==> src/design/jsdz_pkg.sv <==
`default_nettype none

package jsdz_pkg;

    localparam logic [1:0] REQ_SAMPLE  = 2'd0;
    localparam logic [1:0] REQ_READ    = 2'd1;
    localparam logic [1:0] REQ_RESTART = 2'd2;

    localparam logic [2:0] EV_NEW_DATA = 3'd7;

    localparam logic [7:0] DECODE_KEY = 8'h17;

    localparam int unsigned PADDR_W = 5;

    localparam logic [2:0] REG_CENTER_X    = 3'd0;
    localparam logic [2:0] REG_CENTER_Y    = 3'd1;
    localparam logic [2:0] REG_DEAD_ZONE   = 3'd2;
    localparam logic [2:0] REG_CLAMP_LIMIT = 3'd3;
    localparam logic [2:0] REG_DIR_THRESH  = 3'd4;
    localparam logic [2:0] REG_WARMUP      = 3'd5;

    localparam logic [7:0] RST_CENTER_X    = 8'd124;
    localparam logic [7:0] RST_CENTER_Y    = 8'd132;
    localparam logic [6:0] RST_DEAD_ZONE   = 7'd20;
    localparam logic [6:0] RST_CLAMP_LIMIT = 7'd100;
    localparam logic [6:0] RST_DIR_THRESH  = 7'd70;
    localparam logic [7:0] RST_WARMUP      = 8'd20;

    typedef struct packed {
        logic [1:0] req_type;
        logic [7:0] joy_x;
        logic [7:0] joy_y;
        logic [7:0] buttons_byte;
        logic [2:0] event_index;
    } t_in_word;

    typedef struct packed {
        logic signed [7:0] centered_x;
        logic signed [7:0] centered_y;
        logic [6:0]        direction_states;
        logic [6:0]        pending_events;
        logic              event_value;
        logic              new_data;
    } t_out_word;

    typedef struct packed {
        logic [7:0] center_x;
        logic [7:0] center_y;
        logic [6:0] dead_zone;
        logic [6:0] clamp_limit;
        logic [6:0] direction_threshold;
        logic [7:0] warmup_samples;
    } t_cfg;

    typedef struct packed {
        logic signed [7:0] value;
        logic              pos;
        logic              neg;
    } t_axis_res;

endpackage

`default_nettype wire

==> src/design/jsdz_cfg_regs.sv <==
`default_nettype none

module jsdz_cfg_regs (
    input  wire logic                             i_clk,
    input  wire logic                             i_rst_n,
    input  wire logic                             psel,
    input  wire logic                             penable,
    input  wire logic                             pwrite,
    input  wire logic [jsdz_pkg::PADDR_W-1:0]     paddr,
    input  wire logic [31:0]                      pwdata,
    output logic [31:0]                           prdata,
    output logic                                  pready,
    output jsdz_pkg::t_cfg                        o_cfg
);

    jsdz_pkg::t_cfg r_cfg;
    logic [2:0]     reg_idx;
    logic           wr_en;

    assign reg_idx = paddr[jsdz_pkg::PADDR_W-1:2];
    assign wr_en   = psel && penable && pwrite;
    assign pready  = 1'b1;
    assign o_cfg   = r_cfg;

    always_ff @(posedge i_clk) begin
        if (!i_rst_n) begin
            r_cfg.center_x            <= jsdz_pkg::RST_CENTER_X;
            r_cfg.center_y            <= jsdz_pkg::RST_CENTER_Y;
            r_cfg.dead_zone           <= jsdz_pkg::RST_DEAD_ZONE;
            r_cfg.clamp_limit         <= jsdz_pkg::RST_CLAMP_LIMIT;
            r_cfg.direction_threshold <= jsdz_pkg::RST_DIR_THRESH;
            r_cfg.warmup_samples      <= jsdz_pkg::RST_WARMUP;
        end else if (wr_en) begin
            case (reg_idx)
                jsdz_pkg::REG_CENTER_X:    r_cfg.center_x            <= pwdata[7:0];
                jsdz_pkg::REG_CENTER_Y:    r_cfg.center_y            <= pwdata[7:0];
                jsdz_pkg::REG_DEAD_ZONE:   r_cfg.dead_zone           <= pwdata[6:0];
                jsdz_pkg::REG_CLAMP_LIMIT: r_cfg.clamp_limit         <= pwdata[6:0];
                jsdz_pkg::REG_DIR_THRESH:  r_cfg.direction_threshold <= pwdata[6:0];
                jsdz_pkg::REG_WARMUP:      r_cfg.warmup_samples      <= pwdata[7:0];
                default: begin
                end
            endcase
        end
    end

    always_comb begin
        case (reg_idx)
            jsdz_pkg::REG_CENTER_X:    prdata = {24'd0, r_cfg.center_x};
            jsdz_pkg::REG_CENTER_Y:    prdata = {24'd0, r_cfg.center_y};
            jsdz_pkg::REG_DEAD_ZONE:   prdata = {25'd0, r_cfg.dead_zone};
            jsdz_pkg::REG_CLAMP_LIMIT: prdata = {25'd0, r_cfg.clamp_limit};
            jsdz_pkg::REG_DIR_THRESH:  prdata = {25'd0, r_cfg.direction_threshold};
            jsdz_pkg::REG_WARMUP:      prdata = {24'd0, r_cfg.warmup_samples};
            default:                   prdata = 32'd0;
        endcase
    end

endmodule

`default_nettype wire

==> src/design/jsdz_axis_filter.sv <==
`default_nettype none

module jsdz_axis_filter (
    input  wire logic [7:0]  i_raw,
    input  wire logic [7:0]  i_center,
    input  wire logic [6:0]  i_dead_zone,
    input  wire logic [6:0]  i_clamp_limit,
    input  wire logic [6:0]  i_threshold,
    output jsdz_pkg::t_axis_res o_res
);

    logic signed [9:0] diff;
    logic signed [9:0] dz;
    logic signed [9:0] lim;
    logic signed [9:0] th;
    logic signed [9:0] val;

    always_comb begin
        diff = signed'({2'b00, i_raw}) - signed'({2'b00, i_center});
        dz   = signed'({3'b000, i_dead_zone});
        lim  = signed'({3'b000, i_clamp_limit});
        th   = signed'({3'b000, i_threshold});
        val  = diff;
        if (val > -dz && val < dz) begin
            val = '0;
        end
        if (val > lim) begin
            val = lim;
        end
        if (val < -lim) begin
            val = -lim;
        end
        o_res.value = val[7:0];
        o_res.pos   = val > th;
        o_res.neg   = val < -th;
    end

endmodule

`default_nettype wire

==> src/design/joystick_deadzone_dpad_events.sv <==
// Joystick dead zone filter with sticky direction and button events.
//
// The input channel (i_in_valid, o_in_stall, i_in_word) carries one word per
// request: a sample, a read-and-clear of one event bit, or a restart. The
// output channel (o_out_valid, i_out_stall, o_out_word) returns exactly one
// word for every accepted request, in order.
// A word is registered in the input register on acceptance; once the output
// can advance, it is processed and its result is registered in the result
// register, from which the receiver takes it.
// The block sustains one word per cycle while the receiver does not stall: the
// input register and the result register form a two-entry pipeline, and the
// whole update of the filter and event state is combinational logic between them.
// When the receiver stalls, the result is held unchanged and one more word
// is still taken into the input register; o_in_stall rises only when both
// registers are full and the output is stalled.
// Reset loads the register defaults, starts the warm-up count and clears the
// events, the new data flag and the held axis values.
// The user must write configuration through the APB-style port only while no
// request is in flight; the block does not enforce this. pready is always high.
`default_nettype none

module joystick_deadzone_dpad_events (
    input  wire logic                          i_clk,
    input  wire logic                          i_rst_n,
    input  wire logic                          i_in_valid,
    output logic                               o_in_stall,
    input  wire jsdz_pkg::t_in_word            i_in_word,
    output logic                               o_out_valid,
    input  wire logic                          i_out_stall,
    output jsdz_pkg::t_out_word                o_out_word,
    input  wire logic                          psel,
    input  wire logic                          penable,
    input  wire logic                          pwrite,
    input  wire logic [jsdz_pkg::PADDR_W-1:0]  paddr,
    input  wire logic [31:0]                   pwdata,
    output logic [31:0]                        prdata,
    output logic                               pready
);

    jsdz_pkg::t_cfg      cfg;
    jsdz_pkg::t_axis_res ax;
    jsdz_pkg::t_axis_res ay;

    logic                r_s1_valid;
    jsdz_pkg::t_in_word  r_s1;
    logic                r_out_valid;
    jsdz_pkg::t_out_word r_out;

    logic [7:0]        r_warm,    n_warm;
    logic [6:0]        r_prev,    n_prev;
    logic [6:0]        r_latched, n_latched;
    logic              r_new,     n_new;
    logic signed [7:0] r_held_x,  n_held_x;
    logic signed [7:0] r_held_y,  n_held_y;
    logic              n_ev;

    logic       out_adv;
    logic       s1_fire;
    logic       in_fire;
    logic [7:0] dec;
    logic       btn_z;
    logic       btn_c;
    logic [6:0] cur;
    logic [6:0] ev_shift;

    jsdz_cfg_regs u_regs (
        .i_clk   (i_clk),
        .i_rst_n (i_rst_n),
        .psel    (psel),
        .penable (penable),
        .pwrite  (pwrite),
        .paddr   (paddr),
        .pwdata  (pwdata),
        .prdata  (prdata),
        .pready  (pready),
        .o_cfg   (cfg)
    );

    jsdz_axis_filter u_filt_x (
        .i_raw         (r_s1.joy_x),
        .i_center      (cfg.center_x),
        .i_dead_zone   (cfg.dead_zone),
        .i_clamp_limit (cfg.clamp_limit),
        .i_threshold   (cfg.direction_threshold),
        .o_res         (ax)
    );

    jsdz_axis_filter u_filt_y (
        .i_raw         (r_s1.joy_y),
        .i_center      (cfg.center_y),
        .i_dead_zone   (cfg.dead_zone),
        .i_clamp_limit (cfg.clamp_limit),
        .i_threshold   (cfg.direction_threshold),
        .o_res         (ay)
    );

    assign out_adv     = !r_out_valid || !i_out_stall;
    assign s1_fire     = r_s1_valid && out_adv;
    assign o_in_stall  = r_s1_valid && !out_adv;
    assign in_fire     = i_in_valid && !o_in_stall;
    assign o_out_valid = r_out_valid;
    assign o_out_word  = r_out;

    always_comb begin
        dec      = (r_s1.buttons_byte ^ jsdz_pkg::DECODE_KEY) + jsdz_pkg::DECODE_KEY;
        btn_z    = !dec[0];
        btn_c    = !dec[1];
        cur      = {btn_z && btn_c, btn_c, btn_z, ay.pos, ay.neg, ax.neg, ax.pos};
        ev_shift = r_latched >> r_s1.event_index;

        n_warm    = r_warm;
        n_prev    = r_prev;
        n_latched = r_latched;
        n_new     = r_new;
        n_held_x  = r_held_x;
        n_held_y  = r_held_y;
        n_ev      = 1'b0;

        case (r_s1.req_type)
            jsdz_pkg::REQ_SAMPLE: begin
                if (r_warm != 8'd0) begin
                    n_warm   = r_warm - 8'd1;
                    n_held_x = '0;
                    n_held_y = '0;
                end else begin
                    n_held_x  = ax.value;
                    n_held_y  = ay.value;
                    n_latched = r_latched | (cur & ~r_prev);
                    n_prev    = cur;
                    n_new     = 1'b1;
                end
            end
            jsdz_pkg::REQ_READ: begin
                if (r_s1.event_index == jsdz_pkg::EV_NEW_DATA) begin
                    n_ev  = r_new;
                    n_new = 1'b0;
                end else begin
                    n_ev      = ev_shift[0];
                    n_latched = r_latched & ~(7'd1 << r_s1.event_index);
                end
            end
            jsdz_pkg::REQ_RESTART: begin
                n_warm    = cfg.warmup_samples;
                n_latched = '0;
                n_new     = 1'b0;
            end
            default: begin
            end
        endcase
    end

    always_ff @(posedge i_clk) begin
        if (!i_rst_n) begin
            r_s1_valid  <= 1'b0;
            r_out_valid <= 1'b0;
            r_warm      <= jsdz_pkg::RST_WARMUP;
            r_prev      <= '0;
            r_latched   <= '0;
            r_new       <= 1'b0;
            r_held_x    <= '0;
            r_held_y    <= '0;
        end else begin
            if (in_fire) begin
                r_s1_valid <= 1'b1;
            end else if (s1_fire) begin
                r_s1_valid <= 1'b0;
            end
            if (out_adv) begin
                r_out_valid <= r_s1_valid;
            end
            if (s1_fire) begin
                r_warm    <= n_warm;
                r_prev    <= n_prev;
                r_latched <= n_latched;
                r_new     <= n_new;
                r_held_x  <= n_held_x;
                r_held_y  <= n_held_y;
            end
        end
    end

    always_ff @(posedge i_clk) begin
        if (in_fire) begin
            r_s1 <= i_in_word;
        end
        if (s1_fire) begin
            r_out.centered_x       <= n_held_x;
            r_out.centered_y       <= n_held_y;
            r_out.direction_states <= n_prev;
            r_out.pending_events   <= n_latched;
            r_out.event_value      <= n_ev;
            r_out.new_data         <= n_new;
        end
    end

    a_stall_only_when_full: assert property (@(posedge i_clk) disable iff (!i_rst_n)
        o_in_stall |-> (r_s1_valid && r_out_valid && i_out_stall))
        else $error("input stalled while the pipeline has room");

    a_restart_clears: assert property (@(posedge i_clk) disable iff (!i_rst_n)
        (s1_fire && r_s1.req_type == jsdz_pkg::REQ_RESTART)
        |=> (r_latched == 7'd0 && !r_new && r_warm == $past(cfg.warmup_samples)))
        else $error("restart did not clear events or reload warm-up count");

    a_warmup_zero: assert property (@(posedge i_clk) disable iff (!i_rst_n)
        (s1_fire && r_s1.req_type == jsdz_pkg::REQ_SAMPLE && r_warm != 8'd0)
        |=> (r_held_x == 8'sd0 && r_held_y == 8'sd0 && $stable(r_prev)))
        else $error("sample during warm-up changed the filtered state");

    a_out_range: assert property (@(posedge i_clk) disable iff (!i_rst_n)
        o_out_valid |-> (o_out_word.centered_x != 8'sh80 && o_out_word.centered_y != 8'sh80))
        else $error("centered value outside the clamp range");

endmodule

`default_nettype wire

==> config.mk <==
export PLATFORM = sky130hd
export DESIGN_NAME = joystick_deadzone_dpad_events
export DESIGN_NICKNAME = d
export VERILOG_FILES = /design/src/design/jsdz_pkg.sv /design/src/design/jsdz_cfg_regs.sv /design/src/design/jsdz_axis_filter.sv /design/src/design/joystick_deadzone_dpad_events.sv
export SDC_FILE = /design/constraint.sdc
export NUM_CORES = 1
export LEC_CHECK = 0
export BUFFER_PORTS_ARGS = -buffer_cell sky130_fd_sc_hd__clkbuf_2
export CORE_UTILIZATION = 25
export DETAILED_ROUTE_END_ITERATION = 6
export PLACE_DENSITY = 0.42
export SLEW_MARGIN = 25
export SYNTH_ARGS = -nofsm -noshare
export SYNTH_HDL_FRONTEND = slang
export SYNTH_SLANG_ARGS = --single-unit
export TNS_END_PERCENT = 50
==> constraint.sdc <==
create_clock -name i_clk -period 19.6 [get_ports i_clk]
set_clock_uncertainty 0.05 [all_clocks]
set_input_delay 3.92 -clock i_clk [delete_from_list [all_inputs] [get_ports i_clk]]
set_output_delay 3.92 -clock i_clk [all_outputs]
set_load 0.005 [all_outputs]
After elaboration in Yosys (flattened, before gate mapping)
Cells that the tools add are included.
{"block": "op_classes", "muxes": 24, "n_reduce_logical": 27, "bitwise_logic": 6, "n_eq_ne": 9, "order_cmp": 12, "n_shift": 2, "add_sub_neg": 7}
{"operator": "$mux 10", "n": 6}
{"operator": "$pmux 8 s6", "n": 1}
{"operator": "$gt 10x8->1", "n": 4}
{"operator": "$lt 10x10->1", "n": 4}
{"operator": "$mux 8", "n": 5}
{"operator": "$neg 7->10", "n": 3}
{"operator": "$mux 7", "n": 4}
{"operator": "$pmux 7 s3", "n": 1}
{"operator": "$gt 10x10->1", "n": 2}
{"operator": "$lt 10x8->1", "n": 2}
{"operator": "$sub 8x8->9", "n": 2}
{"operator": "$pmux 8 s2", "n": 1}
{"operator": "$and 7x7->7", "n": 2}
{"operator": "$not 7->7", "n": 2}
{"operator": "$reduce_and 2->1", "n": 6}
{"operator": "$eq 3x3->1 const B", "n": 3}
{"operator": "$logic_and 1x1->1", "n": 8}
{"operator": "$reduce_bool 8->1", "n": 1}
{"operator": "$sub 8x1->8 const B", "n": 1}
{"operator": "$or 7x7->7", "n": 1}
{"operator": "$shl 1x3->7 const A", "n": 1}
{"operator": "$shr 7x3->1", "n": 1}
{"operator": "$eq 3x2->1 const B", "n": 2}
{"operator": "$logic_not 1->1", "n": 6}
{"operator": "other kinds (13)", "n": 18}
{"block": "word_totals", "word_cells": 112, "ff_bits": 141, "out_inout_bits": 67}

Depth between registers and ports, before layout
{"block": "depth", "ltp_word": 13, "mapped_depth": 53, "ltp_nobuf": 51}

Hierarchy
From an unflattened synthesis, not the netlist that was laid out.
{"block": "hier_totals", "hier_cells": 1196, "area_unflattened_um2": 10951.8}
{"module": "joystick_deadzone_dpad_events", "cells_each": 316, "area_each_um2": 3911.3, "n_inst": 1}
{"module": "jsdz_axis_filter (u_filt_y)", "cells_each": 325, "area_each_um2": 2422.3, "n_inst": 1}
{"module": "jsdz_axis_filter (u_filt_x)", "cells_each": 307, "area_each_um2": 2316.0, "n_inst": 1}
{"module": "jsdz_cfg_regs", "cells_each": 248, "area_each_um2": 2302.2, "n_inst": 1}

Least setup slack after synthesis
Ideal clock, no wire load.
{"block": "synth_path", "path_kind": "input-to-output", "startpoint": "input port paddr[3] (netlist bit)", "endpoint": "output port prdata[2]", "slack_ps": 10606, "cell_stages": 6, "path_buffers": 2, "arrival_ps": 5024, "required_ps": 15630, "cell_sequence": "clkbuf_1 clkbuf_1 mux2i_1 nor2_1 a21oi_1 a21oi_1"}
{"block": "synth_between", "elab_chain_len": 2}
{"element": "from (decl)", "line_no": "joystick_deadzone_dpad_events.sv:34", "rtl": "input wire logic [jsdz_pkg::PADDR_W-1:0] paddr,"}
{"element": "$eq 3x3->1 (tied with other cells)", "line_no": "jsdz_cfg_regs.sv:48", "rtl": "case (reg_idx)"}
{"element": "$pmux 8 s6 (*)", "line_no": "jsdz_cfg_regs.sv:48"}
{"element": "to (decl)", "line_no": "joystick_deadzone_dpad_events.sv:36", "rtl": "output logic [31:0] prdata,"}
Mark *: on every way between the ends. The rest lies on a longest branch, timed or not.

Worst setup path after layout
{"block": "layout_path", "startpoint": "register u_regs.r_cfg (netlist bit u_regs.o_cfg[37])", "endpoint": "register r_out (netlist bit o_out_word[3]), data pin"}
{"block": "layout_between", "elab_chain_len": 13}
{"element": "from (decl)", "line_no": "jsdz_cfg_regs.sv:16", "rtl": "jsdz_pkg::t_cfg r_cfg;"}
{"element": "$sub 8x8->9 (*)", "line_no": "jsdz_axis_filter.sv:19", "rtl": "diff = signed'({2'b00, i_raw}) - signed'({2'b00, i_center});"}
{"element": "$gt 10x10->1 or $lt 10x8->1 (tied branches)", "line_no": "jsdz_axis_filter.sv:24", "rtl": "if (val > -dz && val < dz) begin"}
{"element": "$logic_and 1x1->1", "line_no": "jsdz_axis_filter.sv:24"}
{"element": "$mux 10 (*)", "line_no": "jsdz_axis_filter.sv:24"}
{"element": "$gt 10x8->1", "line_no": "jsdz_axis_filter.sv:27", "rtl": "if (val > lim) begin"}
{"element": "$mux 10 (*)", "line_no": "jsdz_axis_filter.sv:27"}
{"element": "$lt 10x10->1", "line_no": "jsdz_axis_filter.sv:30", "rtl": "if (val < -lim) begin"}
{"element": "$mux 10 (*)", "line_no": "jsdz_axis_filter.sv:30"}
{"element": "$lt 10x10->1 (*)", "line_no": "jsdz_axis_filter.sv:35", "rtl": "o_res.neg = val < -th;"}
{"element": "$and 7x7->7 (*)", "line_no": "joystick_deadzone_dpad_events.sv:128", "rtl": "n_latched = r_latched | (cur & ~r_prev);"}
{"element": "$or 7x7->7 (*)", "line_no": "joystick_deadzone_dpad_events.sv:128"}
{"element": "$mux 7 (*)", "line_no": "joystick_deadzone_dpad_events.sv:121", "rtl": "if (r_warm != 8'd0) begin"}
{"element": "$pmux 7 s3 (*)", "line_no": "joystick_deadzone_dpad_events.sv:119", "rtl": "case (r_s1.req_type)"}
{"element": "named net n_latched[1]", "line_no": "joystick_deadzone_dpad_events.sv:51", "rtl": "logic [6:0] r_latched, n_latched;"}
{"element": "to (decl)", "line_no": "joystick_deadzone_dpad_events.sv:47", "rtl": "jsdz_pkg::t_out_word r_out;"}
The timed path passes the listed nets; every way through them passes the cells marked *.
A chain may end at the register's enable or synchronous reset.

==> impl_results.md <==
* M2 GR Usage at 0.213
* CTS buffer count at 17
* Drt drc at 0
* Post-route setup slack at 9.05 ns
* NumNets Final at 1374
* P_leak at 4.86 nW
* Worst slew pin tran at 0.936 ns
* Clock power frac at 0.361
* Clock latency at the later pin of the worst-skew pair at 0.45 ns
* Commonest non-fill, non-tap cell in the layout: ha_1
* GRT overflow at 0
* # resized after CTS at 0
* Status: completed
* Seq pwr share at 0.376
* First-pass GRT wire length at 44700 um
* Drt first-iter violations at 475
* Global Route met1 Usage at 0.202
* Fill cell count at 4345
* RSZ-0062 raised after global routing: no
* Sequential fraction of the synthesis area at 0.331
* Routed wire length at 28600 um
* Post-layout util at 0.289
* Crit. End Element: flop
* Cell variety after synth at 83
* Row cnt at 73
* #FFs+latches synth at 141
* EDFF count, synth at 55
* CTS hold repair buffers at 0
* Setup TNS at 0 ns
* Worst Hold Depth at 2
* Layout cells sized above 1 at 0.149
* Multi-input gate area at 6240 um2
* Crit path launch: u_regs.o_cfg[37]$_SDFFE_PN0P_
* Pint at 573 uW
* Max Freq at 0.0948 GHz
* Combinational family with the most area after synthesis: compound AO/OA/AOI/OAI gates
* Fin. Hold Viols at 0
* TritonCTS clock tree: yes
* CP peak stage delay at 0.47 ns
* Vias at 8063
* XOR/XNOR Fraction of Synth Area at 0.0222
* Worst r2r path cells at 48
* Register-to-register setup slack at 9.05 ns
* RR Startpoint: u_regs.o_cfg[37]$_SDFFE_PN0P_
* Place WS at 9.16 ns
* Mux cell area share after synthesis at 0.0742
* CORE AREA at 40000 um2
* Die ar. at 41600 um2
* I/O Pins at 140
* First-pass DRT Iterations at 5
* Top FF cell, synth: dfxtp_1
* CP Max Fanout at 11
* Initial antenna violation count at 0
* Startpoint of the worst hold path: r_held_x[2]$_SDFFE_PN0P_
* Syn Area/Cell at 9.14 um2
* Vias in the first global route at 7776
* PD cells at 72.9 nW/um2
* Most frequent cells in the layout: ha_1 (120), nand2_1 (109), dfxtp_1 (86)
* Final period utilization at 0.538
* Worst-path clk slew at 0.06 ns
* N_diodes at 0
* Busiest grt layer: met2
* CP max-delay cell: dfxtp_1
* Sw Share at 0.321
* Die height at 204 um
* CP dominant cell by count: o21a_1
* Crit path to: o_out_word[3]$_DFFE_PP_
* Setup CP Type: reg2reg
* Largest net degree at the start of global routing at 84
* Chip width at 204 um
* Setup Viol. Count Final at 0
* Via/cell ratio at 4.70
* Area growth from synthesis to layout at 13.6%
* Setup Buffers After CTS at 0
* Synth Warn # at 0
* CTS root buf: clkbuf_16
* Synth Area in Simple Gates at 0.165
* Area of the mapped netlist at 10200 um2
* Placer congestion estimate at 0.813
* Comb pwr share at 0.264
* Initial Util at 0.255
* Switch Pwr at 271 uW
* H-Tree Depth at 4
* Min cycle time layout at 10.55 ns
* Post-route ant nets at 0
* Final Max Slew Viols at 0
* Dpl hpwl at 22600 um
* Cells after Synth at 1116
* Worst VDD drop at 67.0 uV
* Met3 Track Usage GR at 0.0234
* Port Buffer Count at 82
* Rel. slew slack at 0.373
* HP Class: reg2reg
* GRT Util Overall at 0.141
* Critical Path RT at 19.85 ns
* Post-synthesis adder-cell area fraction at 0.151
* Crit path arrival time at 10.80 ns
* Synth Area in Compound Gates at 0.190
* Async S/R FF share, synth at 0
* Reg2reg end: o_out_word[3]$_DFFE_PP_
* Max cap viols at 0
* Crit start category: flop
* Seq. cell area at 3370 um2
* Drt wl/cell at 16.7 um
* Maximum buffer depth of the clock tree at 2
* Clock sink count at 141
==> power by group through the flow <==
| stage | Clock (mW) | Sequential (mW) | Combinational, mW |
|---|---|---|---|
| 6_report | 0.304 | 0.317 | 0.223 |
| 5_1_grt | 0.324 | 0.318 | 0.253 |
| 4_1_cts | 0.312 | 0.317 | 0.226 |
| 3_5_place_dp | 0 | 0.324 | 0.224 |
| 3_3_place_gp | 0 | 0.324 | 0.223 |
| 2_1_floorplan | 0 | 0.321 | 0.167 |
==> metrics by stage <==
stage | hold slack [ns] | cell area, um2 | power (mW) | cells
final | 0.400 | 11600 | 0.844 | 1717
after global placement | 0.385 | 11000 | 0.547 | 1685
after detailed placement | 0.392 | 11000 | 0.548 | 1685
after floorplan | 0.375 | 10300 | 0.489 | 1139
after CTS | 0.405 | 11600 | 0.855 | 1717
after global routing | 0.429 | 11600 | 0.894 | 1717
==> how the worst min path moves through the flow <==
stage | to
finish | r_held_x[2]$_SDFFE_PN0P_
global route | r_held_x[2]$_SDFFE_PN0P_
CTS | r_held_x[2]$_SDFFE_PN0P_
detailed placement | r_held_y[5]$_SDFFE_PN0P_
global placement | r_held_x[4]$_SDFFE_PN0P_
floorplan | r_held_x[1]$_SDFFE_PN0P_
==> final cells by class <==
cell class / count / share of cell area
multi-input combinational: 851 / 0.539
clock buffer: 20 / 0.0399
timing repair buffer: 88 / 0.0393
inverter: 80 / 0.0264
clock inverter: 12 / 0.00724
sequential: 141 / 0.291
tap: 525 / 0.0567
==> sequential cells by signal, indices dropped and copies added (netlist names) <==
| name | count |
|---|---|
| r_s1_valid | 1 |
| r_held_y | 8 |
| r_prev | 7 |
| u_regs.o_cfg | 45 |
| o_out_valid | 1 |
| r_held_x | 8 |
| r_s1 | 23 |
| r_latched | 7 |
| r_warm | 8 |
| r_new | 1 |
| o_out_word | 32 |
==> worst max-delay path: cells and delay by family (launching register included) <==
kind | cells | cell delay [ns]
and+or+nand+nor | 12 | 2.03
adders and majority gates | 7 | 2.17
DFF | 1 | 0.47
AOI/OAI and AO/OA | 24 | 4.42
muxes | 2 | 0.83
buffers and inverters | 3 | 0.42
==> cells in the mapped netlist (all sizes together) (4+ instances only) <==
cell	instances	share of area
nand4	7	0.0043
or2	6	0.0037
and2	9	0.0055
a211oi	8	0.0071
a21oi	42	0.023
xor2	8	0.0076
nor3b	5	0.0042
inv	77	0.028
o221a	5	0.0055
a31oi	12	0.0086
mux2	18	0.021
xnor2	17	0.015
a21o	14	0.010
o21a	34	0.025
clkbuf	36	0.013
and3	4	0.0025
edfxtp	55	0.16
dfxtp	86	0.17
o31ai	11	0.0091
nand2b	10	0.0061
ha	120	0.15
nor2b	53	0.033
a22oi	10	0.0074
o211ai	18	0.014
or3	5	0.0031
mux2i	49	0.048
o221ai	5	0.0043
a21boi	15	0.011
o21ai	59	0.029
o21bai	6	0.0044
and4	7	0.0060
nor3	16	0.0079
nand2	111	0.042
nor2	64	0.024
nand3	21	0.010
a22o	6	0.0052
and2b	5	0.0043
o22ai	7	0.0043
buf	31	0.023
==> kinds of logic (layout without fill, tap and decap cells) <==
family,count (synthesis),after routing
other,2,25
and+or+nand+nor,335,335
AOI/OAI and AO/OA,275,275
xor gates and xnor gates,25,25
muxes,69,69
buffers and inverters,147,200
adders and majority gates,122,122
DFF,141,141
==> layer usage <==
| layer | vias to the layer above | share of wire |
|---|---|---|
| met1 | 3773 | 0.51 |
| met5 | - | 0 |
| li1 | 4111 | - |
| met3 | 23 | 0.040 |
| met4 | 0 | 0.016 |
| met2 | 156 | 0.44 |
Note: power is estimated with default switching activity, not from simulation.
